<file path="src/rtl/core/per_cell_online_mean_variance_core_assert.svh">
// Assertion macros shared by the per-cell statistics RTL.
`ifndef PER_CELL_ONLINE_MEAN_VARIANCE_CORE_ASSERT_SVH
`define PER_CELL_ONLINE_MEAN_VARIANCE_CORE_ASSERT_SVH
`ifndef SYNTHESIS
`define PCMV_ASSERT_IMP(name, ante, cons) \
    name: assert property (@(posedge aclk) disable iff (!aresetn) (ante) |-> (cons)) \
        else $error("pcmv assertion failed");
`define PCMV_ASSERT_NXT(name, ante, cons) \
    name: assert property (@(posedge aclk) disable iff (!aresetn) (ante) |=> (cons)) \
        else $error("pcmv assertion failed");
`else
`define PCMV_ASSERT_IMP(name, ante, cons)
`define PCMV_ASSERT_NXT(name, ante, cons)
`endif
`endif

</file>
<file path="src/rtl/core/pcmv_ram.sv">
// Generic simple dual-port RAM with one write port and a registered read port.
module pcmv_ram #(
    parameter int WIDTH = 32,
    parameter int DEPTH = 16,
    parameter int ADDR_W = (DEPTH > 1) ? $clog2(DEPTH) : 1
) (
    input  logic              aclk,
    input  logic              we,
    input  logic [ADDR_W-1:0] waddr,
    input  logic [WIDTH-1:0]  wdata,
    input  logic [ADDR_W-1:0] raddr,
    output logic [WIDTH-1:0]  rdata
);

    logic [WIDTH-1:0] mem [DEPTH];

    always_ff @(posedge aclk) begin
        if (we) begin
            mem[waddr] <= wdata;
        end
        rdata <= mem[raddr];
    end

endmodule

</file>
<file path="config.mk">
export PLATFORM = sky130hd
export DESIGN_NAME = pcmv_ram
export DESIGN_NICKNAME = d
export VERILOG_FILES = /design/src/rtl/core/per_cell_online_mean_variance_core_assert.svh /design/src/rtl/core/pcmv_ram.sv
export SDC_FILE = /design/constraint.sdc
export NUM_CORES = 1
export LEC_CHECK = 0
export ABC_AREA = 1
export BUFFER_PORTS_ARGS = -buffer_cell sky130_fd_sc_hd__buf_2
export CORE_ASPECT_RATIO = 2
export CORE_MARGIN = 5
export CORE_UTILIZATION = 29
export CTS_BUF_LIST = sky130_fd_sc_hd__clkbuf_8
export DETAILED_ROUTE_END_ITERATION = 7
export GPL_ROUTABILITY_DRIVEN = 0
export PLACE_DENSITY = 0.46
export SLEW_MARGIN = 20
export SYNTH_ARGS = -nofsm -noshare
export SYNTH_HDL_FRONTEND = slang
export SYNTH_SLANG_ARGS = --single-unit
</file>
<file path="constraint.sdc">
create_clock -name aclk -period 2.8 [get_ports aclk]
set_input_delay 0.7 -clock aclk [delete_from_list [all_inputs] [get_ports aclk]]
set_output_delay 0.7 -clock aclk [all_outputs]
set_load 0.005 [all_outputs]
</file>
==> results.md <==
* Status: completed
* RSZ-0062 raised after global routing: no
* Area leader, netlist: edfxtp_1
* FP Rows at 145
* Routed WL per cell at 18.9 µm
* Maximum VDD drop at 0.286 mV
* CTS Buffer Depth at 3
* CP delay by family, top: flip-flops
* Die X at 208 µm
* Core Util, Final at 33.3%
* Critical path, cell by cell: buf_2
* Port-buffer cells at 73
* Detailed placement HPWL at 35.9 mm
* CP Data Arrival Time at 1.23 ns
* Tmin final at 1.93 ns
* WS Path Type: flip-flop to output port
* Starting density of the core at 29.1%
* CTS Buf Count at 78
* # nets final at 2,261
* Overall routing resource usage at 14.7%
* Syn Inst Count at 2,120
* Largest net degree at the start of global routing at 99
* P per Cell Area at 631 mW/mm²
* Top cells by area, synth: edfxtp_1 (68%), nand2_1 (11%), nand3_1 (8.5%)
* Leakage at 0.0110 µW
* Synthesized area at 0.0227 mm²
* Crit-path max FO at 1
* Die height at 406 µm
* Layout Skew at 0.0250 ns
* ANT nets after route at 0
* Setup_tns at 0 ns
* Yosys warnings at 0
* Hold Fails Final Rpt at 0
* Post-synthesis sequential area ratio at 70.5%
* CTS tree: yes
* Mean Syn Cell Area at 10.7 µm²
* Net count after synthesis at 2,162
* Met2 Usage GRT at 25.9%
* Vias in the first global route at 14,700
* Initial antenna violation count at 4
* Synth cell types at 15
* Worst hold path type: input port to flip-flop
* Placed insts at 3,168
* Final Max Tran Viols at 0
* Ratio of cells with drive above 1 in the final layout at 11.0%
* Die area at 0.0844 mm²
* Worst-Skew Late Latency at 0.67 ns
* Setup ws final at 0.865 ns
* Crit end category: output port
* # setup viols final at 0
* WHS at 0.434 ns
* DR DRC count at 0
* Crit start category: flip-flop
* Finished Layout Cells at 3,315
* Grt total ovfl at 0
* P&R area growth vs syn at 14.3%
* Met3 usage at 2.82%
* Ports at 74
* CP max-delay cell: dfxtp_1
* Post_cts resized at 0
* Htree depth at 3
* Cts hold-fix bufs at 0
* WP buf/inv at 1
* First-pass GRT wire length at 94.0 mm
* WL final at 62.7 mm
* Clk sinks at 544
* Max-Cap Viols at 0
* Share of the synthesized area in the top cell type at 67.6%
* Rel. slew slack at 48.1%
* Dpl ws at 0.597 ns
* Root Buffer: clkbuf_8
* Met1 GRT Util at 18.2%
* Worst-margin pin slew at 0.778 ns
* Busiest layer in global routing: met2
* First-iteration detailed-routing DRC count at 1,023
* Routed vias/inst at 4.43
* Core ar. at 0.0780 mm²
* Achievable Freq at 517 MHz
* Flops & latches, synth at 544
* Via count at 14,700
* Delay of the slowest critical-path stage at 0.42 ns
* Setup bufs post-CTS at 0
* Clk slew on worst S/H paths at 0.07 ns
* Crit path required time at 2.10 ns
* Tcrit/Tclk final at 69.1%
* DRT Pass-1 Iters at 5
==> power breakdown <==
group          switching [µW]  internal (µW)
Clock                    3060           3040
Combinational             809            320
Sequential               62.9           9100
Total                    3930          12500
==> path summary, 6_finish.rpt <==
kind | start | to | slack (ns) | cells past startpoint
setup / recovery | rdata[9] | rdata[9] | 0.87 | 1
hold / removal | wdata[14] | mem[5][14] | 0.43 | 1
setup reg to reg | mem[15][12] | rdata[12] | 1.64 | 6
hold reg to reg | mem[10][30] | rdata[30] | 0.66 | 6
==> per-stage QoR <==
stage	power (µW)	area, µm²
floorplan	9950	22700
detailed placement	10500	24500
global route	17100	26000
finish	16400	26000
global placement	10500	24500
CTS	16700	26000
==> Yosys cell counts (all sizes together) <==
cell    instances
dfxtp          32
edfxtp        512
clkbuf         14
buf            91
nand2         677
nand3b          2
inv           390
nor2           17
nand3         385
==> per-layer routing <==
| metal | up-vias | wire length (µm) |
|---|---|---|
| met5 | - | 0 |
| met4 | 0 | 1630 |
| met3 | 91 | 3100 |
| met2 | 348 | 32100 |
| met1 | 7218 | 25900 |
| li1 | 7039 | - |
==> cells in the final DEF, fill, tap and decap left out <==
master,synthesis,routed
diode_2,0,3
inv_6,0,1
clkinv_2,0,10
nor2_4,0,16
nand3_1,385,385
inv_4,1,1
dfxtp_1,32,32
buf_4,6,30
clkbuf_8,0,91
edfxtp_1,512,512
buf_12,1,22
nand2_1,677,677
clkinv_1,0,6
inv_2,1,2
clkinvlp_4,0,5
nor2_1,17,1
bufinv_16,0,1
inv_1,388,418
nand3b_1,2,2
buf_2,41,71
==> layout make-up <==
| cell class | count | area, µm² |
|---|---|---|
| antenna | 3 | 7.51 |
| sequential | 544 | 16000 |
| clock buffer | 90 | 1240 |
| timing repair buffer | 124 | 1030 |
| multi-input combinational | 1081 | 4670 |
| tap | 1029 | 1290 |
| fill | 7968 | 52000 |
| inverter | 390 | 1470 |
| clock inverter | 54 | 260 |
==> cell families (layout without fill, tap and decap cells) <==
kind of cell	after synthesis	after routing	share of synthesized area (%)
flip-flops	544	544	70.5
buffers and inverters	495	658	9.54
other	0	3	0
AND/OR/NAND/NOR	1081	1081	20.0
==> sequential cells by signal, indices dropped and copies added (netlist names) <==
name / count
rdata: 32
mem: 512
No activity file was read; power rests on OpenSTA's default activity.
