===== src/rtl/core/per_cell_online_mean_variance_core_assert.svh =====
// Assertion macros shared by the per-cell statistics RTL.
`ifndef PER_CELL_ONLINE_MEAN_VARIANCE_CORE_ASSERT_SVH
`define PER_CELL_ONLINE_MEAN_VARIANCE_CORE_ASSERT_SVH
`ifndef SYNTHESIS
`define PCMV_ASSERT_IMP(name, ante, cons) \
    name: assert property (@(posedge aclk) disable iff (!aresetn) (ante) |-> (cons)) \
        else $error("pcmv assertion failed");
`define PCMV_ASSERT_NXT(name, ante, cons) \
    name: assert property (@(posedge aclk) disable iff (!aresetn) (ante) |=> (cons)) \
        else $error("pcmv assertion failed");
`else
`define PCMV_ASSERT_IMP(name, ante, cons)
`define PCMV_ASSERT_NXT(name, ante, cons)
`endif
`endif


===== src/rtl/core/pcmv_pkg.sv =====
// Shared types, widths, codes and helpers of the per-cell statistics core.
package pcmv_pkg;

    localparam int DEVICES_DEF    = 16;
    localparam int ACTIVITIES_DEF = 16;

    localparam int WORD_W     = 32;
    localparam int DMEAN_W    = 48;
    localparam int SSUM_W     = 64;
    localparam int DIVIDEND_W = 64;
    localparam int ROOT_IN_W  = 64;

    localparam logic [1:0] MODE_HIT    = 2'd0;
    localparam logic [1:0] MODE_LEN    = 2'd1;
    localparam logic [1:0] MODE_DELTA  = 2'd2;
    localparam logic [1:0] MODE_IGNORE = 2'd3;

    typedef struct packed {
        logic [WORD_W-1:0]  pair_hits;
        logic [WORD_W-1:0]  length_count;
        logic [WORD_W-1:0]  length_mean;
        logic [WORD_W-1:0]  delta_count;
        logic [DMEAN_W-1:0] delta_mean;
        logic [SSUM_W-1:0]  square_sum;
        logic [WORD_W-1:0]  delta_spread;
    } cell_row_t;

    localparam int ROW_W = $bits(cell_row_t);

    function automatic logic [WORD_W-1:0] sat_inc(input logic [WORD_W-1:0] c);
        return (&c) ? c : c + 1'b1;
    endfunction

endpackage


===== src/rtl/core/pcmv_div.sv =====
// Bit-serial restoring divider: one quotient bit per cycle.
module pcmv_div (
    input  logic                             aclk,
    input  logic                             aresetn,
    input  logic                             start,
    input  logic [pcmv_pkg::DIVIDEND_W-1:0]  dividend,
    input  logic [pcmv_pkg::WORD_W-1:0]      divisor,
    output logic                             done,
    output logic [pcmv_pkg::DIVIDEND_W-1:0]  quotient
);
    import pcmv_pkg::*;

    localparam int CNT_W = $clog2(DIVIDEND_W);

    logic                  busy_reg, busy_next;
    logic                  done_reg, done_next;
    logic [CNT_W-1:0]      cnt_reg, cnt_next;
    logic [DIVIDEND_W-1:0] quo_reg, quo_next;
    logic [WORD_W-1:0]     rem_reg, rem_next;
    logic [WORD_W-1:0]     dsr_reg, dsr_next;
    logic [WORD_W:0]       shifted;
    logic [WORD_W:0]       trial;
    logic                  fits;

    always_comb begin
        shifted   = {rem_reg, quo_reg[DIVIDEND_W-1]};
        trial     = shifted - {1'b0, dsr_reg};
        fits      = (shifted >= {1'b0, dsr_reg});
        busy_next = busy_reg;
        done_next = 1'b0;
        cnt_next  = cnt_reg;
        quo_next  = quo_reg;
        rem_next  = rem_reg;
        dsr_next  = dsr_reg;
        if (start) begin
            busy_next = 1'b1;
            cnt_next  = CNT_W'(DIVIDEND_W - 1);
            quo_next  = dividend;
            rem_next  = '0;
            dsr_next  = divisor;
        end else if (busy_reg) begin
            rem_next = fits ? trial[WORD_W-1:0] : shifted[WORD_W-1:0];
            quo_next = {quo_reg[DIVIDEND_W-2:0], fits};
            cnt_next = cnt_reg - 1'b1;
            if (cnt_reg == '0) begin
                busy_next = 1'b0;
                done_next = 1'b1;
            end
        end
    end

    always_ff @(posedge aclk) begin
        if (!aresetn) begin
            busy_reg <= 1'b0;
            done_reg <= 1'b0;
        end else begin
            busy_reg <= busy_next;
            done_reg <= done_next;
        end
        cnt_reg <= cnt_next;
        quo_reg <= quo_next;
        rem_reg <= rem_next;
        dsr_reg <= dsr_next;
    end

    assign done     = done_reg;
    assign quotient = quo_reg;

endmodule


===== config.mk =====
export PLATFORM = sky130hd
export DESIGN_NAME = pcmv_div
export DESIGN_NICKNAME = d
export VERILOG_FILES = /design/src/rtl/core/per_cell_online_mean_variance_core_assert.svh /design/src/rtl/core/pcmv_pkg.sv /design/src/rtl/core/pcmv_div.sv
export SDC_FILE = /design/constraint.sdc
export NUM_CORES = 1
export LEC_CHECK = 0
export BUFFER_PORTS_ARGS = -buffer_cell sky130_fd_sc_hd__buf_2
export CELL_PAD_IN_SITES_DETAIL_PLACEMENT = 1
export CELL_PAD_IN_SITES_GLOBAL_PLACEMENT = 2
export CORE_AREA = 3 3 161 163
export CTS_BUF_LIST = sky130_fd_sc_hd__clkbuf_4
export DETAILED_ROUTE_END_ITERATION = 12
export DIE_AREA = 0 0 164 166
export PLACE_DENSITY_LB_ADDON = 0.15
export SLEW_MARGIN = 10
export SYNTH_ARGS = -nofsm -noshare
export SYNTH_HDL_FRONTEND = slang
export SYNTH_SLANG_ARGS = --single-unit

===== constraint.sdc =====
create_clock -name aclk -period 2.9 [get_ports aclk]
set_input_delay 0.58 -clock aclk [delete_from_list [all_inputs] [get_ports aclk]]
set_output_delay 0.58 -clock aclk [all_outputs]
set_load 0.005 [all_outputs]

==> metrics <==
Final GP Congestion=around 0.78; clock network fraction of design power=between 20% and 30%; outcome=complete, no violations; leak pwr=between 4 and 5 nW; min-delay worst type=in -> reg; EDFF count, synth=96; Worst Reg-to-Reg Cells=11; DRC errors left=0; initial DRC count=between 300 and 400; Avg WL per Cell=around 18 um; register bit total from synthesis=~140; fin crit share=a little over nine tenths; Synth top area share=between 30% and 40%; crit path capture type=flip-flop; VDD IR-drop max=about 0.00026 V; area grow syn2layout=31.1%; vias in the first global route=approximately 6.7k; via count=approximately 6k; post-route cell area=between 9000 and 10,000 um^2; fin nets=1,043; TritonCTS clock tree=built; first-pass GRT wire length=about 36,000 um; Netlist cell types=between 60 and 70; Internal=~3.6 mW; total die area=27,200 um^2; Rel. slew slack=between 40% and 50%; Starting Density=a little under a third; most used flip-flop cell after synthesis=edfxtp_1; Worst-path clk slew=0.15 ns; Die H=166 um; largest net degree at the start of global routing=86; Avg Cell Area, Syn=11.0 um^2; clk sinks=about 140; final setup vio count=0; cell taking the most area after synthesis=edfxtp_1; non-filler cells, final=1,248; cts bufs inserted=17; total power draw=approximately 5.4 mW; Psw=around 1.8 mW; GRT overflow=0; post-layout min period=2.80 ns; share of cells above drive strength 1=a little over two fifths; Syn Nets=~800; hpwl dp=16,200 um; CP Launch Point=dsr_reg[1]; Least-Margin Pin Slew=~0.88 ns; worst reg2reg endpoint=rem_reg[27]; Max Root-Sink Buffers=2; Syn Inst Count=about 670; worst path arrival time=~3.3 ns; synth top area cells=edfxtp_1 39%, dfxtp_1 11%, mux2_2 10%; Post-Syn Area=7380 um^2; R2R setup slack=0.1 ns; Seq/Total Area, Yosys=between 40 and 50%; antenna violations before repair=2; critical path type=reg -> reg; Core Region=around 24,000 um^2; Crit Path Max Fanout=4; Slew Limit Fails=0; Final Hold Vio Count=0; Cells after DPL=1,207; Routed WL=around 22,000 um; Area after DPL=9050 um^2; max frequency=between 300 and 400 MHz; Combinational Power Share=roughly 27%; max reg flops=64; most frequent cells in the layout=162 x buf_2, 96 x edfxtp_1, 76 x buf_4; Port Buf Inserts=between 150 and 200; clk_skew=0.0267 ns; Crit path required time=around 3.4 ns; final-layout fill cell count=approximately 2.8k; GRT Util Overall=between 10% and 20%; max cap viols=0; H-tree levels=4; io pins=164; Sequential Power Share=between 40 and 50%; clk_lat worst skew=~0.57 ns; Core Rows=between 50 and 60; crit start category=flip-flop; Yosys Warn Count=0; DIE WIDTH=164 um; Worst R2R Start=dsr_reg[1]; Sw Share=32.9%; root buf cell=clkbuf_4; RSZ-0062 raised after global routing=yes; ANT nets after route=0; vias per cell=between 4 and 5; Worst setup endpoint=rem_reg[27]; Cell Pwr Density=~560 nW/um^2; DRT Pass-1 Iters=4; asr flop ratio synth=0%; commonest non-fill, non-tap cell in the layout=buf_2; setup_tns=0 ns
## power groups by stage
stage	logic, mW	clock network [mW]	registers [mW]
after floorplan	0.786	0	2.42
after global placement	1.33	0	2.42
after detailed placement	1.36	0	2.43
after CTS	1.38	1.62	2.39
after global routing	1.60	1.70	2.41
final	1.45	1.55	2.38
## how the worst min path moves through the flow
stage / cells past startpoint / to / slack, ns / start
2_1_floorplan: 2 / rem_reg[2] / 0.45 / rem_reg[2]
3_3_place_gp: 2 / rem_reg[2] / 0.48 / rem_reg[2]
3_5_place_dp: 2 / rem_reg[23] / 0.49 / rem_reg[23]
4_1_cts: 1 / dsr_reg[7] / 0.12 / divisor[7]
5_1_grt: 1 / dsr_reg[7] / 0.10 / divisor[7]
6_report: 1 / dsr_reg[6] / 0.19 / divisor[6]
## worst max-delay path, stage by stage (launching register included)
cell and delay, ns:
edfxtp_1 0.42, inv_1 0.08, ha_1 0.24, nor2b_4 0.14
o31ai_2 0.18, buf_4 0.17, a211oi_4 0.08, o21ai_1 0.30
a21oi_1 0.18, a41oi_1 0.33, mux2_2 0.40, a211oi_1 0.22
## layout make-up
cell class | instances | area (um^2) | share of cell area (%)
antenna | 2 | 5.00 | 0.0517
clock buffer | 17 | 128 | 1.32
clock inverter | 15 | 228 | 2.35
inverter | 47 | 176 | 1.82
multi-input combinational | 464 | 3580 | 37.0
sequential | 136 | 3680 | 38.1
tap | 324 | 405 | 4.19
timing repair buffer | 243 | 1460 | 15.1
## layer usage
layer / vias to the layer above / GRT usage (%) / share of wire, %
met5: - / 0 / 0.058
met2: 111 / 28.7 / 50
met1: 2985 / 20.6 / 45
li1: 2963 / - / -
met4: 2 / 3.42 / 1.1
met3: 21 / 4.64 / 4.4
## cells by family after synthesis
logic type | count (synthesis) | synth area share (%)
DFF | 136 | 49.9
adders and majority gates | 35 | 6.03
buffers and inverters | 73 | 4.27
and+or+nand+nor | 177 | 11.2
xor gates and xnor gates | 22 | 2.61
AOI/OAI and AO/OA | 158 | 15.4
muxes | 70 | 10.6
## through the flow
| stage | hold slack [ns] | util, % | setup slack (ns) |
|---|---|---|---|
| 6_report | 0.187 | 39.5 | 0.0984 |
| 5_1_grt | 0.104 | 39.5 | -0.0251 |
| 4_1_cts | 0.120 | 38.6 | 0.00679 |
| 3_5_place_dp | 0.494 | 37.0 | -0.113 |
| 3_3_place_gp | 0.481 | 37.0 | -0.0985 |
| 2_1_floorplan | 0.445 | - | 0.180 |
## Yosys cell counts, types with 9 or more instances
master    number
a311oi_1      16
inv_1         47
nand2_1       67
xnor2_1        9
a31oi_1       11
nor2_1        48
nand3_1       12
ha_1          34
o21ai_0       27
mux2_2        66
dfxtp_1       40
edfxtp_1      96
clkbuf_1      17
a21o_1        11
xor2_1        13
nor3_1        10
a21oi_1       35
## timing repair
item	CTS	global route
resized for setup	4	33
setup endpoints to repair	25	32
pin swaps	3	11
hold buffers	0	0
buffers inserted	1	4
cloned	1	1
Note: power is estimated with default switching activity, not from simulation.
