--- config.mk ---
export PLATFORM = sky130hd
export DESIGN_NAME = pcmv_mul
export DESIGN_NICKNAME = d
export VERILOG_FILES = /design/src/rtl/core/per_cell_online_mean_variance_core_assert.svh /design/src/rtl/core/pcmv_pkg.sv /design/src/rtl/core/pcmv_mul.sv
export SDC_FILE = /design/constraint.sdc
export NUM_CORES = 1
export LEC_CHECK = 0
export BUFFER_PORTS_ARGS = -buffer_cell sky130_fd_sc_hd__buf_2
export CORE_UTILIZATION = 50
export CTS_CLUSTER_SIZE = 14
export DETAILED_ROUTE_END_ITERATION = 7
export PLACE_DENSITY = 0.75
export SETUP_SLACK_MARGIN = 0.2
export SKIP_LAST_GASP = 1
export SLEW_MARGIN = 40
export SYNTH_ARGS = -nofsm -noshare
export SYNTH_HDL_FRONTEND = slang
export SYNTH_SLANG_ARGS = --single-unit
--- constraint.sdc ---
create_clock -name aclk -period 5.45 [get_ports aclk]
set_clock_uncertainty 0.05 [all_clocks]
set_input_delay 0.2725 -clock aclk [delete_from_list [all_inputs] [get_ports aclk]]
set_output_delay 0.2725 -clock aclk [all_outputs]
set_load 0.02 [all_outputs]
--- src/rtl/core/per_cell_online_mean_variance_core_assert.svh ---
// Assertion macros shared by the per-cell statistics RTL.
`ifndef PER_CELL_ONLINE_MEAN_VARIANCE_CORE_ASSERT_SVH
`define PER_CELL_ONLINE_MEAN_VARIANCE_CORE_ASSERT_SVH
`ifndef SYNTHESIS
`define PCMV_ASSERT_IMP(name, ante, cons) \
    name: assert property (@(posedge aclk) disable iff (!aresetn) (ante) |-> (cons)) \
        else $error("pcmv assertion failed");
`define PCMV_ASSERT_NXT(name, ante, cons) \
    name: assert property (@(posedge aclk) disable iff (!aresetn) (ante) |=> (cons)) \
        else $error("pcmv assertion failed");
`else
`define PCMV_ASSERT_IMP(name, ante, cons)
`define PCMV_ASSERT_NXT(name, ante, cons)
`endif
`endif

--- src/rtl/core/pcmv_pkg.sv ---
// Shared types, widths, codes and helpers of the per-cell statistics core.
package pcmv_pkg;

    localparam int DEVICES_DEF    = 16;
    localparam int ACTIVITIES_DEF = 16;

    localparam int WORD_W     = 32;
    localparam int DMEAN_W    = 48;
    localparam int SSUM_W     = 64;
    localparam int DIVIDEND_W = 64;
    localparam int ROOT_IN_W  = 64;

    localparam logic [1:0] MODE_HIT    = 2'd0;
    localparam logic [1:0] MODE_LEN    = 2'd1;
    localparam logic [1:0] MODE_DELTA  = 2'd2;
    localparam logic [1:0] MODE_IGNORE = 2'd3;

    typedef struct packed {
        logic [WORD_W-1:0]  pair_hits;
        logic [WORD_W-1:0]  length_count;
        logic [WORD_W-1:0]  length_mean;
        logic [WORD_W-1:0]  delta_count;
        logic [DMEAN_W-1:0] delta_mean;
        logic [SSUM_W-1:0]  square_sum;
        logic [WORD_W-1:0]  delta_spread;
    } cell_row_t;

    localparam int ROW_W = $bits(cell_row_t);

    function automatic logic [WORD_W-1:0] sat_inc(input logic [WORD_W-1:0] c);
        return (&c) ? c : c + 1'b1;
    endfunction

endpackage

--- src/rtl/core/pcmv_mul.sv ---
// Bit-serial shift-and-add multiplier: one multiplier bit per cycle.
module pcmv_mul (
    input  logic                          aclk,
    input  logic                          aresetn,
    input  logic                          start,
    input  logic [pcmv_pkg::WORD_W-1:0]   op_a,
    input  logic [pcmv_pkg::WORD_W-1:0]   op_b,
    output logic                          done,
    output logic [2*pcmv_pkg::WORD_W-1:0] product
);
    import pcmv_pkg::*;

    localparam int CNT_W = $clog2(WORD_W);

    logic                  busy_reg, busy_next;
    logic                  done_reg, done_next;
    logic [CNT_W-1:0]      cnt_reg, cnt_next;
    logic [WORD_W-1:0]     a_reg, a_next;
    logic [2*WORD_W-1:0]   prod_reg, prod_next;
    logic [WORD_W:0]       part;

    always_comb begin
        part      = {1'b0, prod_reg[2*WORD_W-1:WORD_W]}
                  + (prod_reg[0] ? {1'b0, a_reg} : '0);
        busy_next = busy_reg;
        done_next = 1'b0;
        cnt_next  = cnt_reg;
        a_next    = a_reg;
        prod_next = prod_reg;
        if (start) begin
            busy_next = 1'b1;
            cnt_next  = CNT_W'(WORD_W - 1);
            a_next    = op_a;
            prod_next = {{WORD_W{1'b0}}, op_b};
        end else if (busy_reg) begin
            prod_next = {part, prod_reg[WORD_W-1:1]};
            cnt_next  = cnt_reg - 1'b1;
            if (cnt_reg == '0) begin
                busy_next = 1'b0;
                done_next = 1'b1;
            end
        end
    end

    always_ff @(posedge aclk) begin
        if (!aresetn) begin
            busy_reg <= 1'b0;
            done_reg <= 1'b0;
        end else begin
            busy_reg <= busy_next;
            done_reg <= done_next;
        end
        cnt_reg  <= cnt_next;
        a_reg    <= a_next;
        prod_reg <= prod_next;
    end

    assign done    = done_reg;
    assign product = prod_reg;

endmodule

==> results.md <==
- Reg-to-reg startpoint: product[0]$_DFFE_PP_
- Iteration-0 DRC Markers: 208
- Hold wc startpoint: op_a[9]
- Initial standard-cell utilization of the core: a little over half
- Number of buffers added to fix hold violations after cts: 0
- DRC violation count after routing: 0
- Clock latency at the later pin of the worst-skew pair: roughly 0.36 ns
- Largest net degree at the start of global routing: between 80 and 90
- CP Launch Type: register
- Worst supply voltage drop on vdd: about 0.34 mV
- Cell variety after synth: between 60 and 70
- Via count: between 4000 and 5000
- Cell with the most instances after synthesis: sky130_fd_sc_hd__edfxtp_1
- Tightest Hold Check Type: in -> reg
- Syn Area/Cell: 10.6 um^2
- Number of enable-type register cells in the synthesized netlist: 64
- Worst r2r path cells: 11
- Period utilisation layout: a little over three fifths
- Number of maximum-capacitance constraint violations: 0
- Total internal power: between 1000 and 1500 uW
- Switching part of the total power: between 30 and 40%
- Overall die height: 109 um
- Drt total wl: ~13000 um
- Top fanout value on the critical path: 21
- Total CTS buffers: 9
- Crit path arrival time: approximately 3.6 ns
- Final layout net count: between 700 and 800
- Static leakage: ~0.003 uW
- Number of antenna violations at the first check in global routing: 0
- Share of synthesized area occupied by flip-flops and latches: ~47%
- CTS HTree Levels: 3
- Tot Pwr: between 2000 and 2500 uW
- Antenna fix cells: 0
- RSZ-0062 raised after global routing: no
- IO Port Bufs: approximately 130
- Switching power total: 619 uW
- Post-CTS setup-driven buffer insertion count: 0
- Clk pin slew, worst setup/hold paths: around 0.080 ns
- Post-detail-place hpwl: 9150 um
- Run status: completed
- 1st-pass router iterations: 6
- Global-route wire length before repair: just over 20000 um
- Post-synthesis instance area: roughly 5700 um^2
- Fraction of layout instances using a drive strength above 1: roughly 30%
- Final max-slew violation count: 0
- Number of instances in the synthesized netlist: about 540
- Number of flip-flops in the largest register: between 60 and 70
- Resized cells post-CTS: 0
- Largest area contributor in the netlist: sky130_fd_sc_hd__edfxtp_1
- Vias in the first global route: between 4000 and 5000
- Maximum clock rate: approximately 290 MHz
- Vias per cell: between 5 and 6
- I/O pins: roughly 130
- Clock tree from TritonCTS: yes
- Post-Layout Cell Count: approximately 800
- Power density relative to cell area: a little under 300 nW/um^2
- Sequential share of power: a little under half
- Normalized max-slew margin: between 50% and 60%
- Hold Crit Endpoint: a_reg[9]$_DFFE_PP_
- # clock sinks: about 100
- Minimum clock period after layout: 3.40 ns
- Synthesis-to-finish area growth: 18.0%
- Final hold violations: 0
- Net count after synthesis: roughly 640
- Portion of total power attributed to the clock network: a little under a third
- Predominant post-synthesis flop cell: sky130_fd_sc_hd__edfxtp_1
- Yosys Warn Count: 0
- Buffer cell driving the clock tree root: sky130_fd_sc_hd__clkbuf_16
- Share of flip-flops with an asynchronous set or reset: 0%
- Post-route setup TNS: 0 ns
- Post-synth top area share: 33.4%
- Worst-case clock buffer depth: 2
- Overflow after GRT: 0
- Flip-flop and latch count after synthesis: slightly above 100
- Measured slew at the worst slew-check pin: between 0.6 and 0.7 ns
- Die Area: around 12000 um^2
- Horiz. Die Dim: 109 um
- Worst Hold Depth: 1
- Cell Count Post-Placement: 784
- Routability Congestion: a little under 0.9
- Post-DR wirelength/cell: between 15 and 20 um
- Share of power burned in combinational logic: between 20 and 25%
- Crit. End Element: register
- Core Rows: 38
- Main area contributors after synthesis: sky130_fd_sc_hd__edfxtp_1 (33%), sky130_fd_sc_hd__dfxtp_1 (14%), sky130_fd_sc_hd__ha_1 (7.2%)
- Most numerous cell types in the synthesized netlist: sky130_fd_sc_hd__edfxtp_1 (64), sky130_fd_sc_hd__a21oi_1 (42), sky130_fd_sc_hd__dfxtp_1 (39), sky130_fd_sc_hd__nand2_1 (38)
- All-Layer GR Usage: between 20% and 30%
- WS Path Type: reg -> reg
- Total setup violations reported at the end of the flow: 0
- Data required time of the critical path: between 5 and 6 ns
- Final ANT Viol Nets: 0
- Core footprint: 11000 um^2
- Setup slack, reg-to-reg: between 2 and 2.5 ns
- Endpoint of the worst register-to-register path: product[63]$_SDFFE_PP0P_
[stage by stage]
stage | hold slack, ns | area [um^2] | setup slack, ns | utilization [%]
floorplan | 0.321 | 5750 | 2.60 | -
global placement | 0.399 | 6480 | 2.08 | 58.7
detailed placement | 0.401 | 6480 | 1.97 | 58.7
CTS | 0.0237 | 6770 | 1.97 | 61.4
global route | 0.0248 | 6780 | 1.88 | 61.5
finish | 0.0327 | 6780 | 2.05 | 61.5
[layer usage]
layer	up-vias	part of all wire (%)	wire, um	GRT usage (%)
met4	0	1.5	194	7.62
li1	2232	-	-	-
met5	-	0	0	0
met1	2133	44	5700	27.4
met2	158	47	6100	36.2
met3	19	6.9	896	6.40
[critical path, stage by stage, from the launching register on]
cell and delay, ns:
sky130_fd_sc_hd__edfxtp_1 0.59, sky130_fd_sc_hd__buf_6 0.25, sky130_fd_sc_hd__and2_1 0.15, sky130_fd_sc_hd__ha_1 0.21, sky130_fd_sc_hd__fa_1 0.42, sky130_fd_sc_hd__a21o_1 0.22, sky130_fd_sc_hd__a221oi_2 0.41, sky130_fd_sc_hd__or3_1 0.22
sky130_fd_sc_hd__a21oi_2 0.09, sky130_fd_sc_hd__a21oi_1 0.24, sky130_fd_sc_hd__nor4b_1 0.08, sky130_fd_sc_hd__or3_1 0.36
[worst max-delay path by stage]
| stage | endpoint | slack (ns) | cells after the start | start |
|---|---|---|---|---|
| after global placement | product[63]$_SDFFE_PP0P_ | 2.08 | 10 | product[0]$_DFFE_PP_ |
| after global routing | product[63]$_SDFFE_PP0P_ | 1.88 | 11 | product[0]$_DFFE_PP_ |
| final | product[63]$_SDFFE_PP0P_ | 2.05 | 11 | product[0]$_DFFE_PP_ |
| after detailed placement | product[63]$_SDFFE_PP0P_ | 1.97 | 10 | product[0]$_DFFE_PP_ |
| after CTS | product[63]$_SDFFE_PP0P_ | 1.97 | 10 | product[0]$_DFFE_PP_ |
| after floorplan | product[63]$_SDFFE_PP0P_ | 2.60 | 10 | product[0]$_DFFE_PP_ |
[power by group through the flow]
stage                     combinational, uW  clock [uW]  sequential [uW]
final                                   447         634              943
after CTS                               441         647              947
after global routing                    488         678              952
after global placement                  429           0              962
after floorplan                         259           0             1010
after detailed placement                438           0              963
[cells by family after synthesis]
logic type,Yosys count,share of synthesized area [%]
AND/OR/NAND/NOR,160,14.3
AO/OA/AOI/OAI,130,15.2
flip-flops,103,47.0
multiplexers,48,9.05
buffers and inverters,39,2.76
adder cells (fa/ha/maj),34,7.53
XOR/XNOR,27,4.11
[cell type report]
class	instances	area [um^2]
clock buffer	10	229
clock inverter	6	62.6
fill	935	4250
inverter	8	30.0
multi-input combinational	399	2890
sequential	103	2700
tap	140	175
timing repair buffer	135	696
[layout by cell type, fill, tap and decap left out, types with 5 or more instances in the layout]
cell	count
sky130_fd_sc_hd__inv_1	7
sky130_fd_sc_hd__nand4_1	10
sky130_fd_sc_hd__o21ai_0	23
sky130_fd_sc_hd__mux2_2	32
sky130_fd_sc_hd__and2_1	34
sky130_fd_sc_hd__nand3_1	9
sky130_fd_sc_hd__xor2_1	14
sky130_fd_sc_hd__buf_2	130
sky130_fd_sc_hd__clkbuf_16	9
sky130_fd_sc_hd__and3_1	8
sky130_fd_sc_hd__dfxtp_1	39
sky130_fd_sc_hd__o21bai_1	6
sky130_fd_sc_hd__a211oi_1	5
sky130_fd_sc_hd__a21o_1	11
sky130_fd_sc_hd__xnor2_1	13
sky130_fd_sc_hd__ha_1	33
sky130_fd_sc_hd__nor2_1	34
sky130_fd_sc_hd__nand2b_1	10
sky130_fd_sc_hd__edfxtp_1	64
sky130_fd_sc_hd__mux2i_1	16
sky130_fd_sc_hd__a21oi_1	42
sky130_fd_sc_hd__nand2_1	38
(Power assumes the default switching activity.)
