==> src/rtl/core/per_cell_online_mean_variance_core_assert.svh <==
// Assertion macros shared by the per-cell statistics RTL.
`ifndef PER_CELL_ONLINE_MEAN_VARIANCE_CORE_ASSERT_SVH
`define PER_CELL_ONLINE_MEAN_VARIANCE_CORE_ASSERT_SVH
`ifndef SYNTHESIS
`define PCMV_ASSERT_IMP(name, ante, cons) \
    name: assert property (@(posedge aclk) disable iff (!aresetn) (ante) |-> (cons)) \
        else $error("pcmv assertion failed");
`define PCMV_ASSERT_NXT(name, ante, cons) \
    name: assert property (@(posedge aclk) disable iff (!aresetn) (ante) |=> (cons)) \
        else $error("pcmv assertion failed");
`else
`define PCMV_ASSERT_IMP(name, ante, cons)
`define PCMV_ASSERT_NXT(name, ante, cons)
`endif
`endif

==> src/rtl/core/pcmv_pkg.sv <==
// Shared types, widths, codes and helpers of the per-cell statistics core.
package pcmv_pkg;

    localparam int DEVICES_DEF    = 16;
    localparam int ACTIVITIES_DEF = 16;

    localparam int WORD_W     = 32;
    localparam int DMEAN_W    = 48;
    localparam int SSUM_W     = 64;
    localparam int DIVIDEND_W = 64;
    localparam int ROOT_IN_W  = 64;

    localparam logic [1:0] MODE_HIT    = 2'd0;
    localparam logic [1:0] MODE_LEN    = 2'd1;
    localparam logic [1:0] MODE_DELTA  = 2'd2;
    localparam logic [1:0] MODE_IGNORE = 2'd3;

    typedef struct packed {
        logic [WORD_W-1:0]  pair_hits;
        logic [WORD_W-1:0]  length_count;
        logic [WORD_W-1:0]  length_mean;
        logic [WORD_W-1:0]  delta_count;
        logic [DMEAN_W-1:0] delta_mean;
        logic [SSUM_W-1:0]  square_sum;
        logic [WORD_W-1:0]  delta_spread;
    } cell_row_t;

    localparam int ROW_W = $bits(cell_row_t);

    function automatic logic [WORD_W-1:0] sat_inc(input logic [WORD_W-1:0] c);
        return (&c) ? c : c + 1'b1;
    endfunction

endpackage

==> src/rtl/core/pcmv_sqrt.sv <==
// Bit-serial integer square root: one root bit per cycle.
module pcmv_sqrt (
    input  logic                            aclk,
    input  logic                            aresetn,
    input  logic                            start,
    input  logic [pcmv_pkg::ROOT_IN_W-1:0]  radicand,
    output logic                            done,
    output logic [pcmv_pkg::ROOT_IN_W/2-1:0] root
);
    import pcmv_pkg::*;

    localparam int RT_W  = ROOT_IN_W / 2;
    localparam int REM_W = RT_W + 2;
    localparam int CNT_W = $clog2(RT_W);

    logic                 busy_reg, busy_next;
    logic                 done_reg, done_next;
    logic [CNT_W-1:0]     cnt_reg, cnt_next;
    logic [ROOT_IN_W-1:0] rad_reg, rad_next;
    logic [REM_W-1:0]     rem_reg, rem_next;
    logic [RT_W-1:0]      root_reg, root_next;
    logic [REM_W+1:0]     rem_sh;
    logic [REM_W+1:0]     trial;
    logic                 fits;

    always_comb begin
        rem_sh    = {rem_reg, rad_reg[ROOT_IN_W-1 -: 2]};
        trial     = {2'b00, root_reg, 2'b01};
        fits      = (rem_sh >= trial);
        busy_next = busy_reg;
        done_next = 1'b0;
        cnt_next  = cnt_reg;
        rad_next  = rad_reg;
        rem_next  = rem_reg;
        root_next = root_reg;
        if (start) begin
            busy_next = 1'b1;
            cnt_next  = CNT_W'(RT_W - 1);
            rad_next  = radicand;
            rem_next  = '0;
            root_next = '0;
        end else if (busy_reg) begin
            rem_next  = fits ? REM_W'(rem_sh - trial) : REM_W'(rem_sh);
            root_next = {root_reg[RT_W-2:0], fits};
            rad_next  = {rad_reg[ROOT_IN_W-3:0], 2'b00};
            cnt_next  = cnt_reg - 1'b1;
            if (cnt_reg == '0) begin
                busy_next = 1'b0;
                done_next = 1'b1;
            end
        end
    end

    always_ff @(posedge aclk) begin
        if (!aresetn) begin
            busy_reg <= 1'b0;
            done_reg <= 1'b0;
        end else begin
            busy_reg <= busy_next;
            done_reg <= done_next;
        end
        cnt_reg  <= cnt_next;
        rad_reg  <= rad_next;
        rem_reg  <= rem_next;
        root_reg <= root_next;
    end

    assign done = done_reg;
    assign root = root_reg;

endmodule

==> config.mk <==
export PLATFORM = sky130hd
export DESIGN_NAME = pcmv_sqrt
export DESIGN_NICKNAME = d
export VERILOG_FILES = /design/src/rtl/core/per_cell_online_mean_variance_core_assert.svh /design/src/rtl/core/pcmv_pkg.sv /design/src/rtl/core/pcmv_sqrt.sv
export SDC_FILE = /design/constraint.sdc
export NUM_CORES = 1
export LEC_CHECK = 0
export BUFFER_PORTS_ARGS = -buffer_cell sky130_fd_sc_hd__buf_2
export CORE_MARGIN = 3
export CORE_UTILIZATION = 45
export CTS_BUF_LIST = sky130_fd_sc_hd__clkbuf_8
export DETAILED_ROUTE_END_ITERATION = 8
export PLACE_DENSITY_LB_ADDON = 0.1
export SYNTH_ARGS = -nofsm -noshare
export SYNTH_HDL_FRONTEND = slang
export SYNTH_SLANG_ARGS = --single-unit
==> constraint.sdc <==
create_clock -name aclk -period 3.7 [get_ports aclk]
set_input_delay 0.555 -clock aclk [delete_from_list [all_inputs] [get_ports aclk]]
set_output_delay 0.555 -clock aclk [all_outputs]
set_load 0.1 [all_outputs]
==> impl_metrics.yaml, run 1 <==
run_status:
  outcome: "complete, no violations"
drt:
  totalWireLength_microns: 17000
  drt_via_density: 5.42
  detail_route.wl_per_cell_microns: 15.6
  drcViolationCount: 0
  first_iter_violations: 329
  first_pass_iters: 4
  dr_total_vias: 5899
  detail-route-antenna-nets: 0
setup_path:
  cp.buffers_inverters: 1
  start_kind: "flip-flop"
  critical_path.reg2reg.startpoint: "root[5]"
  cell_count_of_the_worst_reg_to_reg_path: 10
  r2r_end: "rem_reg[28]"
  cp.required_ns: 4.02
  critical-path-max-stage-delay_ns: 0.37
  ff2ff_setup_slack_ns: 0.63
  crit_path_cell_trace: "inv_1 > ha_1 > a21o_1 > or3_1 > o2111a_1 > nor3_4 > a211o_2 > nand2_4 > nand2_1 > o21ai_0"
  crit_type: "reg2reg"
  crit_fanout: 25
  cp.arrival_ns: 3.39
  worst_setup_path_end_kind: "flip-flop"
  critical_path.slowest_cell: "sky130_fd_sc_hd__dfxtp_1"
  path_delay_family: "simple AND/OR/NAND/NOR gates"
pwr:
  irDropWorstVdd_v: 0.000417
  total_leakage_power_nw: 3.57
  power.density_nw_per_um2: 776
final_layout:
  instances_no_fill: 1089
  largest_register_ffs: 64
  fillerInstances: 1557
  finish.utilization_pct: 52.3
  diodes: 0
  nNetsFinal: 958
  area_growth_pct: 12.6
  fraction_of_final_layout_cells_with_drive_strength_greater_than_1_pct: 26.1
  fin_area_sq_um: 8730
timing:
  fin_skew_ns: 0.0121
  transition_time_at_the_pin_with_the_least_slew_margin_ns: 0.626
  setup_violations: 0
  timing.hold.ws_ns: 0.335
  final.period_utilization_pct: 83.0
  final_period_minus_worst_setup_slack_ns: 3.07
  maxSlewHeadroom_pct: 58.2
  drv_slew: 0
  hold_viol: 0
  tns_ns: 0
  fmaxAchievable_ghz: 0.325
  rsz0062_at_grt: "false"
clock_tree:
  cts-root-to-sink-buffers: 2
  tritoncts: "yes"
  later_pin_clock_latency_in_the_skew_report_ns: 0.45
  cts_resized: 0
  clock-sinks: 137
  clkSlewWorstSetupHoldPaths_ns: 0.08
  ctsHtreeMaxLevel: 4
  clockRootBuffer: "sky130_fd_sc_hd__clkbuf_8"
  postCtsHoldBufs: 0
  numCtsBuffers: 17
  post-cts-setup-buffer-count: 0
synth:
  number_of_register_bits_inferred_by_synthesis: 137
  synthesis.instances: 771
  synth_largest_type_area_fraction_pct: 24.8
  synth.yosys.warnings: 0
  synth_edf_count: 64
  synth-main-ff-cell: "sky130_fd_sc_hd__dfxtp_1"
  yosys_top_cell_by_area: "sky130_fd_sc_hd__edfxtp_1"
  postSynthNetCount: 873
  area_of_the_mapped_netlist_sq_um: 7760
  yosys.cell_types.count: 79
  yosysSeqAreaShare_pct: 43.6
  ys_async_rst_share_pct: 0
  synth_area_per_cell_sq_um: 10.1
  synthTopCellsByArea: "sky130_fd_sc_hd__edfxtp_1, sky130_fd_sc_hd__dfxtp_1, sky130_fd_sc_hd__mux2_2"
  netlist_top_cells_count: "sky130_fd_sc_hd__dfxtp_1, sky130_fd_sc_hd__nor2_1, sky130_fd_sc_hd__nand2_1"
global_route:
  gr-usage-met2_pct: 31.5
  grt_max_degree: 57
  grt_util_all_layers_pct: 18.8
  grt_busiest_layer: "met2"
  grt_overflow_total: 0
  first_global_vias: 5832
  global_route.usage.met3_pct: 5.88
  grtUsageMet1_pct: 23.1
  grt_antenna_before_repair: 0
  global_route_wire_length_before_repair_microns: 28300
floorplan:
  placeableCoreArea_sq_um: 16700
  die_x_microns: 137
  placement_rows: 47
  design.die.area_sq_um: 18800
  die_height_microns: 137
  boundaryPins: 100
  initial_utilization_pct: 46.4
placed_design:
  numPortBuffers: 99
  globalplace.congestion: 0.944
  postPlaceCellArea_sq_um: 8370
  number_of_placed_instances_with_taps_included: 1057
  detailedPlacementHpwl_microns: 12000
job:
  maximum_capacitance_violations: 0
worst_hold_path:
  worstHoldEndpoint: "busy_reg"
  holdCritPathClass: "in2reg"
  hold_start: "aresetn"
  hold-path-cell-count: 3
-- cell families (layout without fill, tap and decap cells) --
logic type | count (synthesis) | after routing | share of synthesized area, %
AND/OR/NAND/NOR | 221 | 221 | 13.5
AO/OA/AOI/OAI | 166 | 166 | 15.1
flip-flops | 137 | 137 | 43.6
multiplexers | 100 | 100 | 13.9
buffers and inverters | 86 | 184 | 5.26
adder cells (fa/ha/maj) | 35 | 35 | 5.65
XOR/XNOR | 26 | 26 | 2.94
-- metrics by stage --
step	setup slack (ns)	power, mW
after CTS	0.652	6.79
after floorplan	0.362	4.90
final	0.627	6.77
after global routing	0.400	7.32
after global placement	0.722	5.59
after detailed placement	0.686	5.61
-- worst min-delay path: cells and delay by family --
| kind | cells | cell delay (ns) |
|---|---|---|
| buf+inv | 2 | 0.12 |
| simple gates | 1 | 0.08 |
-- layer usage --
layer / share of wire [%] / vias up / wire length (microns)
met3: 5.0 / 25 / 849
li1: - / 2971 / -
met1: 45 / 2799 / 7600
met4: 1.5 / 0 / 255
met5: 0 / - / 0
met2: 49 / 104 / 8310
-- report_power, final --
group          switching, mW  leakage (nW)  total, mW  internal (mW)
sequential             0.150          1.24       1.96           1.81
combinational           2.19          2.15       3.68           1.49
clock                  0.606         0.178       1.13          0.529
-- layout by cell type, fill, tap and decap left out, types with 16 or more instances in the layout --
cell                       instances
sky130_fd_sc_hd__buf_2            98
sky130_fd_sc_hd__nor2_1           73
sky130_fd_sc_hd__dfxtp_1          72
sky130_fd_sc_hd__nand2_1          68
sky130_fd_sc_hd__edfxtp_1         64
sky130_fd_sc_hd__mux2_2           62
sky130_fd_sc_hd__inv_1            44
sky130_fd_sc_hd__a21oi_1          42
sky130_fd_sc_hd__mux2i_1          38
sky130_fd_sc_hd__ha_1             35
sky130_fd_sc_hd__o21ai_0          29
sky130_fd_sc_hd__a311oi_1         20
sky130_fd_sc_hd__xnor2_1          18
sky130_fd_sc_hd__clkbuf_8         17
sky130_fd_sc_hd__a21o_1           16
-- worst max-delay path by stage --
stage | startpoint | to | slack (ns) | depth (start not counted)
finish | root[5] | rem_reg[28] | 0.63 | 10
detailed placement | root[5] | rem_reg[26] | 0.69 | 10
floorplan | root[5] | rem_reg[23] | 0.36 | 12
global placement | root[5] | rem_reg[22] | 0.72 | 10
CTS | root[5] | rem_reg[22] | 0.65 | 10
global route | root[5] | rem_reg[22] | 0.40 | 10
-- area by class of cell --
cell class              count  area (sq um)  area share (%)
multi-input cells         548          3970            45.4
flip-flops and latches    137          3390            38.8
repair buffers            108           578            6.62
well taps                 220           275            3.15
clock buffers              17           234            2.68
inverters                  44           165            1.89
clock inverters            15           126            1.45
No activity file was read; power rests on OpenSTA's default activity.
==> run 2: changes to the inputs <==
--- a/config.mk
+++ b/config.mk
@@ -5,6 +5,7 @@
 export SDC_FILE = /design/constraint.sdc
 export NUM_CORES = 1
 export LEC_CHECK = 0
+export ABC_AREA = 1
 export BUFFER_PORTS_ARGS = -buffer_cell sky130_fd_sc_hd__buf_2
 export CORE_MARGIN = 3
 export CORE_UTILIZATION = 45
==> constraint.sdc (replaced) <==
create_clock -name aclk -period 3.1 [get_ports aclk]
set_input_delay 0.465 -clock aclk [delete_from_list [all_inputs] [get_ports aclk]]
set_output_delay 0.465 -clock aclk [all_outputs]
set_load 0.1 [all_outputs]
==> run 2 against run 1 <==
  * Global-route usage is 3.3 points higher
  * Setup slack better by 0.12 ns
  * Power is 35% higher
  * Count of clock-buffer cells in the layout stayed put
  * First-iteration DRC count is 36% higher
  * Final cell count is 37% higher
  * Maximum frequency is 31% higher
  * Sequential cell count stayed put
  * Largest cell class unchanged
==> impl_metrics.yaml, run 2 <==
setup_path:
  cell_count_of_the_worst_reg_to_reg_path: 15
  cp.buffers_inverters: 3
  crit_type: "reg2reg"
  path_common_cell: "sky130_fd_sc_hd__nand2_1"
  r2r_end: "rem_reg[25]"
  critical-path-max-stage-delay_ns: 0.37
  worst_setup_path_end_kind: "flip-flop"
  crit_path_cell_trace: "inv_1 > ha_1 > nand2_1 > inv_1 > nand2_1 > nand2_1 > nand2_1 > nand2_1 > nand2_1 > nand3_1 > a21oi_2 > buf_12 > nand3b_1 > nand3_1 > nand2_1"
  path_delay_family: "simple AND/OR/NAND/NOR gates"
  crit_path_start: "root[20]"
  cp.arrival_ns: 2.69
  cp_num_cells: 15
  crit_path_end: "rem_reg[25]"
  start_kind: "flip-flop"
  critical_path.reg2reg.startpoint: "root[20]"
  cp.required_ns: 3.44
  crit_fanout: 19
  critical_path.slowest_cell: "sky130_fd_sc_hd__a21oi_2"
  ff2ff_setup_slack_ns: 0.75
clock_tree:
  clockRootBuffer: "sky130_fd_sc_hd__clkbuf_8"
  later_pin_clock_latency_in_the_skew_report_ns: 0.45
  clock-sinks: 137
  clkSlewWorstSetupHoldPaths_ns: 0.09
  cts-root-to-sink-buffers: 2
  ctsHtreeMaxLevel: 4
  post-cts-setup-buffer-count: 0
  tritoncts: "yes"
  numCtsBuffers: 17
  postCtsHoldBufs: 0
  cts_resized: 0
timing:
  maxSlewHeadroom_pct: 65.2
  tns_ns: 0
  transition_time_at_the_pin_with_the_least_slew_margin_ns: 0.517
  drv_slew: 0
  fmaxAchievable_ghz: 0.425
  fin_skew_ns: 0.0115
  hold_viol: 0
  rsz0062_at_grt: "false"
  timing.hold.ws_ns: 0.258
  setup_violations: 0
  final_period_minus_worst_setup_slack_ns: 2.35
  final.period_utilization_pct: 75.9
pwr:
  register_share_of_total_power_pct: 24.7
  irDropWorstVdd_v: 0.000464
  total_leakage_power_nw: 4.91
  power.density_nw_per_um2: 987
  netSwitchingPower_mw: 4.54
  pwr-share-clk_pct: 16.4
  p_int_mw: 4.59
  p_comb_share_pct: 58.9
  power.share.switching_pct: 49.7
synth:
  yosys.cell_types.count: 36
  synthesis.instances: 1162
  yosys_top_cell_by_area: "sky130_fd_sc_hd__nand2_1"
  yosysSeqAreaShare_pct: 41.9
  postSynthNetCount: 1264
  synthTopCellsByArea: "sky130_fd_sc_hd__nand2_1, sky130_fd_sc_hd__edfxtp_1, sky130_fd_sc_hd__dfxtp_1"
  number_of_register_bits_inferred_by_synthesis: 137
  synth-main-ff-cell: "sky130_fd_sc_hd__dfxtp_1"
  post-synth-top-count-cell: "sky130_fd_sc_hd__nand2_1"
  synth_largest_type_area_fraction_pct: 24.5
  netlist_top_cells_count: "sky130_fd_sc_hd__nand2_1, sky130_fd_sc_hd__inv_1, sky130_fd_sc_hd__dfxtp_1"
  ys_async_rst_share_pct: 0
  synth_area_per_cell_sq_um: 6.95
  synth.yosys.warnings: 0
  area_of_the_mapped_netlist_sq_um: 8080
  synth_edf_count: 64
drt:
  first_iter_violations: 448
  first_pass_iters: 5
  dr_total_vias: 7304
  drcViolationCount: 0
  detail-route-antenna-nets: 0
  drt_via_density: 4.88
  detail_route.wl_per_cell_microns: 14.5
  totalWireLength_microns: 21700
placed_design:
  number_of_placed_instances_with_taps_included: 1464
  numPortBuffers: 99
  globalplace.congestion: 1.01
  detailedPlacementHpwl_microns: 16200
global_route:
  global_route.usage.met3_pct: 5.39
  grt_antenna_before_repair: 0
  gr-usage-met2_pct: 35.8
  grt_max_degree: 53
  grt_util_all_layers_pct: 22.1
  grt_overflow_total: 0
  global_route_wire_length_before_repair_microns: 35000
  first_global_vias: 7064
  grtUsageMet1_pct: 29.9
  grt_busiest_layer: "met2"
floorplan:
  initial_utilization_pct: 46.4
  die_x_microns: 140
  boundaryPins: 100
  placeableCoreArea_sq_um: 17400
  die_height_microns: 140
  placement_rows: 48
  design.die.area_sq_um: 19600
final_layout:
  mostFrequentLayoutCells: "sky130_fd_sc_hd__nand2_1, sky130_fd_sc_hd__inv_1, sky130_fd_sc_hd__buf_2"
  area_growth_pct: 14.6
  largest_register_ffs: 64
  fraction_of_final_layout_cells_with_drive_strength_greater_than_1_pct: 12.6
  instances_no_fill: 1496
  layout_commonest_cell: "sky130_fd_sc_hd__nand2_1"
  finish.utilization_pct: 53.2
  nNetsFinal: 1360
  diodes: 0
job:
  maximum_capacitance_violations: 0
worst_hold_path:
  holdCritPathClass: "in2reg"
run_status:
  outcome: "complete, no violations"
run 2: cell types whose count changed after synthesis, moves of 16 or more:
cell | before | now
sky130_fd_sc_hd__a21o_1 | 16 | 0
sky130_fd_sc_hd__a311oi_1 | 20 | 0
sky130_fd_sc_hd__inv_1 | 43 | 151
sky130_fd_sc_hd__mux2_2 | 62 | 0
sky130_fd_sc_hd__mux2i_1 | 38 | 0
sky130_fd_sc_hd__nand2_1 | 68 | 528
sky130_fd_sc_hd__nand3_1 | 15 | 69
sky130_fd_sc_hd__nand3b_1 | 1 | 19
sky130_fd_sc_hd__nor2_1 | 73 | 55
sky130_fd_sc_hd__o22ai_1 | 1 | 31
run 2: cell families after synthesis:
| family | count (synthesis) | synth area share [%] |
|---|---|---|
| simple gates | 700 | 35.7 |
| compound gates | 83 | 5.92 |
| xor+xnor | 18 | 1.95 |
| buf+inv | 189 | 9.08 |
| fa+ha+maj | 35 | 5.42 |
| flops | 137 | 41.9 |
run 2: area by class of cell:
class | instances | area, sq um
fill | 1814 | 8160
multi-input combinational | 836 | 3970
sequential | 137 | 3380
timing repair buffer | 112 | 656
inverter | 154 | 579
tap | 225 | 282
clock buffer | 17 | 234
clock inverter | 15 | 160
run 2: routing by layer:
metal,up-vias,share of wire [%]
met3,18,5.6
met1,3254,48
met4,0,1.4
met2,170,45
li1,3862,-
met5,-,0
run 2: worst register-to-register path: cells and delay by family (launching register included):
family,cells,cell delay (ns)
and+or+nand+nor,10,0.82
AOI/OAI and AO/OA,1,0.37
adders and majority gates,1,0.36
buffers and inverters,3,0.35
DFF,1,0.34
run 2: stage by stage:
stage                     worst slack [ns]  power, mW  cell area (sq um)
after floorplan                      0.378       6.27               8080
after global placement               0.769       7.61               8870
after detailed placement             0.772       7.61               8870
after CTS                            0.738       9.12               9260
after global routing                 0.514       9.97               9260
final                                0.748       9.14               9260
run 2: how the worst min path moves through the flow:
stage	from	to	depth (start not counted)
4_1_cts	aresetn	done	3
3_5_place_dp	rem_reg[33]	rem_reg[33]	2
3_3_place_gp	rem_reg[33]	rem_reg[33]	2
2_1_floorplan	rem_reg[32]	rem_reg[32]	2
5_1_grt	aresetn	done	3
6_report	aresetn	done	3
run 2: power groups by stage:
stage	sequential [mW]	clock, mW	combinational (mW)
2_1_floorplan	2.31	0	3.96
3_3_place_gp	2.30	0	5.31
3_5_place_dp	2.29	0	5.32
4_1_cts	2.26	1.52	5.34
5_1_grt	2.28	1.61	6.09
6_report	2.26	1.50	5.38
==> run 3: changes to the inputs <==
==> constraint.sdc (replaced) <==
create_clock -name aclk -period 2.3 [get_ports aclk]
set_input_delay 0.345 -clock aclk [delete_from_list [all_inputs] [get_ports aclk]]
set_output_delay 0.345 -clock aclk [all_outputs]
set_load 0.1 [all_outputs]
==> run 3 against run 2 <==
  * Clock power rose by 33%
  * Final area grew 11%
  * Clock skew grew 0.0013 ns
  * Routed wire length up 6.0%
  * Non-clock buffer count increased by 57
  * Sequential share of layout area shrank 2.6 points
  * Combinational power is 70% higher
  * Sequential power rose by 35%
  * First-iteration DRC count rose by 23%
  * Register-to-register slack worse by 0.71 ns
  * Maximum frequency rose by 3.8%
  * Core utilization increased by 5.8 points
  * Critical endpoint is now rem_reg[12]
==> impl_metrics.yaml, run 3 (same netlist as run 2, synthesis figures left out) <==
setup_path:
  crit_type: "reg2reg"
  worst_setup_path_end_kind: "flip-flop"
  start_kind: "flip-flop"
  crit_fanout: 6
  cp.required_ns: 2.66
  crit_path_start: "root[0]"
  cp.arrival_ns: 2.63
  critical_path.reg2reg.startpoint: "root[0]"
floorplan:
  placeableCoreArea_sq_um: 17400
  die_height_microns: 140
  placement_rows: 48
  boundaryPins: 100
  die_x_microns: 140
  initial_utilization_pct: 46.4
  design.die.area_sq_um: 19600
timing:
  drv_slew: 0
  fin_skew_ns: 0.0128
  fmaxAchievable_ghz: 0.441
  setup_violations: 0
  maxSlewHeadroom_pct: 59.5
  final.period_utilization_pct: 98.5
  hold_viol: 0
  rsz0062_at_grt: "true"
  transition_time_at_the_pin_with_the_least_slew_margin_ns: 0.607
  timing.hold.ws_ns: 0.124
  final_period_minus_worst_setup_slack_ns: 2.27
  post-route-worst-setup-slack_ns: 0.0345
final_layout:
  layout_commonest_cell: "sky130_fd_sc_hd__nand2_1"
  area_growth_pct: 27.2
  multi_input_comb_area_sq_um: 4400
  mostFrequentLayoutCells: "sky130_fd_sc_hd__nand2_1, sky130_fd_sc_hd__inv_1, sky130_fd_sc_hd__buf_2"
  layout.area.seq_sq_um: 3490
  diodes: 0
  fraction_of_final_layout_cells_with_drive_strength_greater_than_1_pct: 22.9
  fillerInstances: 1704
  nNetsFinal: 1417
  largest_register_ffs: 64
job:
  maximum_capacitance_violations: 0
run_status:
  outcome: "complete, no violations"
drt:
  first_pass_iters: 6
  dr_total_vias: 7520
  detail_route.wl_per_cell_microns: 14.8
  totalWireLength_microns: 23000
  detail-route-antenna-nets: 0
  drt_via_density: 4.84
  drcViolationCount: 0
  first_iter_violations: 550
placed_design:
  numPortBuffers: 99
  detailedPlacementHpwl_microns: 16300
  post-place-ws_ns: 0.0175
  globalplace.congestion: 0.954
clock_tree:
  numCtsBuffers: 17
  tritoncts: "yes"
  clkSlewWorstSetupHoldPaths_ns: 0.10
  ctsHtreeMaxLevel: 4
  clock-sinks: 137
  clockRootBuffer: "sky130_fd_sc_hd__clkbuf_8"
  later_pin_clock_latency_in_the_skew_report_ns: 0.46
  postCtsHoldBufs: 0
  cts-root-to-sink-buffers: 2
worst_hold_path:
  holdCritPathClass: "in2reg"
  hold_start: "aresetn"
global_route:
  grt_overflow_total: 0
  grt_antenna_before_repair: 0
  grt_util_all_layers_pct: 23.1
  first_global_vias: 7237
  global_route_wire_length_before_repair_microns: 36500
  grt_max_degree: 66
pwr:
  irDropWorstVdd_v: 0.00116
  power_mw: 14.2
  power.density_nw_per_um2: 1380
  total_leakage_power_nw: 5.27
run 3: timing repair:
action / in CTS / in global routing
pin swaps: 0 / 11
gates cloned: 0 / 3
resized for setup: 2 / 81
endpoints found under the setup margin: 3 / 35
setup buffers: 0 / 10
run 3: path summary, 6_finish.rpt:
kind	end	slack, ns	cells after the start
max	rem_reg[12]	0.03	12
min	done	0.12	3
max reg2reg	rem_reg[12]	0.03	12
min reg2reg	rem_reg[33]	0.45	2
run 3: worst max-delay path, stage by stage, from the launching register on:
cell and delay, ns:
sky130_fd_sc_hd__dfxtp_2 0.39, sky130_fd_sc_hd__inv_2 0.08, sky130_fd_sc_hd__ha_2 0.37, sky130_fd_sc_hd__nand2_1 0.09, sky130_fd_sc_hd__nor2_2 0.19, sky130_fd_sc_hd__and2_1 0.16, sky130_fd_sc_hd__nand4_1 0.18, sky130_fd_sc_hd__nand4_4 0.21
sky130_fd_sc_hd__buf_4 0.16, sky130_fd_sc_hd__clkbuf_16 0.14, sky130_fd_sc_hd__nand2_1 0.06, sky130_fd_sc_hd__nand3_1 0.08, sky130_fd_sc_hd__nand2_1 0.05
run 3: layout make-up:
cell class	instances	area share [%]
flip-flops and latches	137	33.9
well taps	225	2.74
clock inverters	15	1.51
multi-input cells	836	42.8
inverters	154	5.67
clock buffers	17	2.28
repair buffers	169	11.1
run 3: through the flow:
stage / utilization (%) / std cells / area [sq um] / setup TNS (ns)
floorplan: - / 1162 / 8180 / 0
global placement: 53.3 / 1508 / 9290 / -0.00635
detailed placement: 53.3 / 1508 / 9290 / 0
CTS: 55.6 / 1540 / 9680 / 0
global route: 59.0 / 1553 / 10300 / -0.678
finish: 59.0 / 1553 / 10300 / 0
run 3: layer usage:
metal	wire, microns	track usage, %	part of all wire [%]	vias up
li1	-	-	-	3992
met4	323	6.07	1.4	0
met2	10400	36.6	45	147
met5	0	0	0	-
met3	1070	5.60	4.7	23
met1	11200	31.9	49	3358
run 3: where the power goes:
part	total, mW	internal [mW]	leakage (nW)	switching [mW]
Clock	2.00	0.898	0.197	1.11
Sequential	3.05	2.84	1.27	0.208
Combinational	9.16	3.62	3.80	5.54
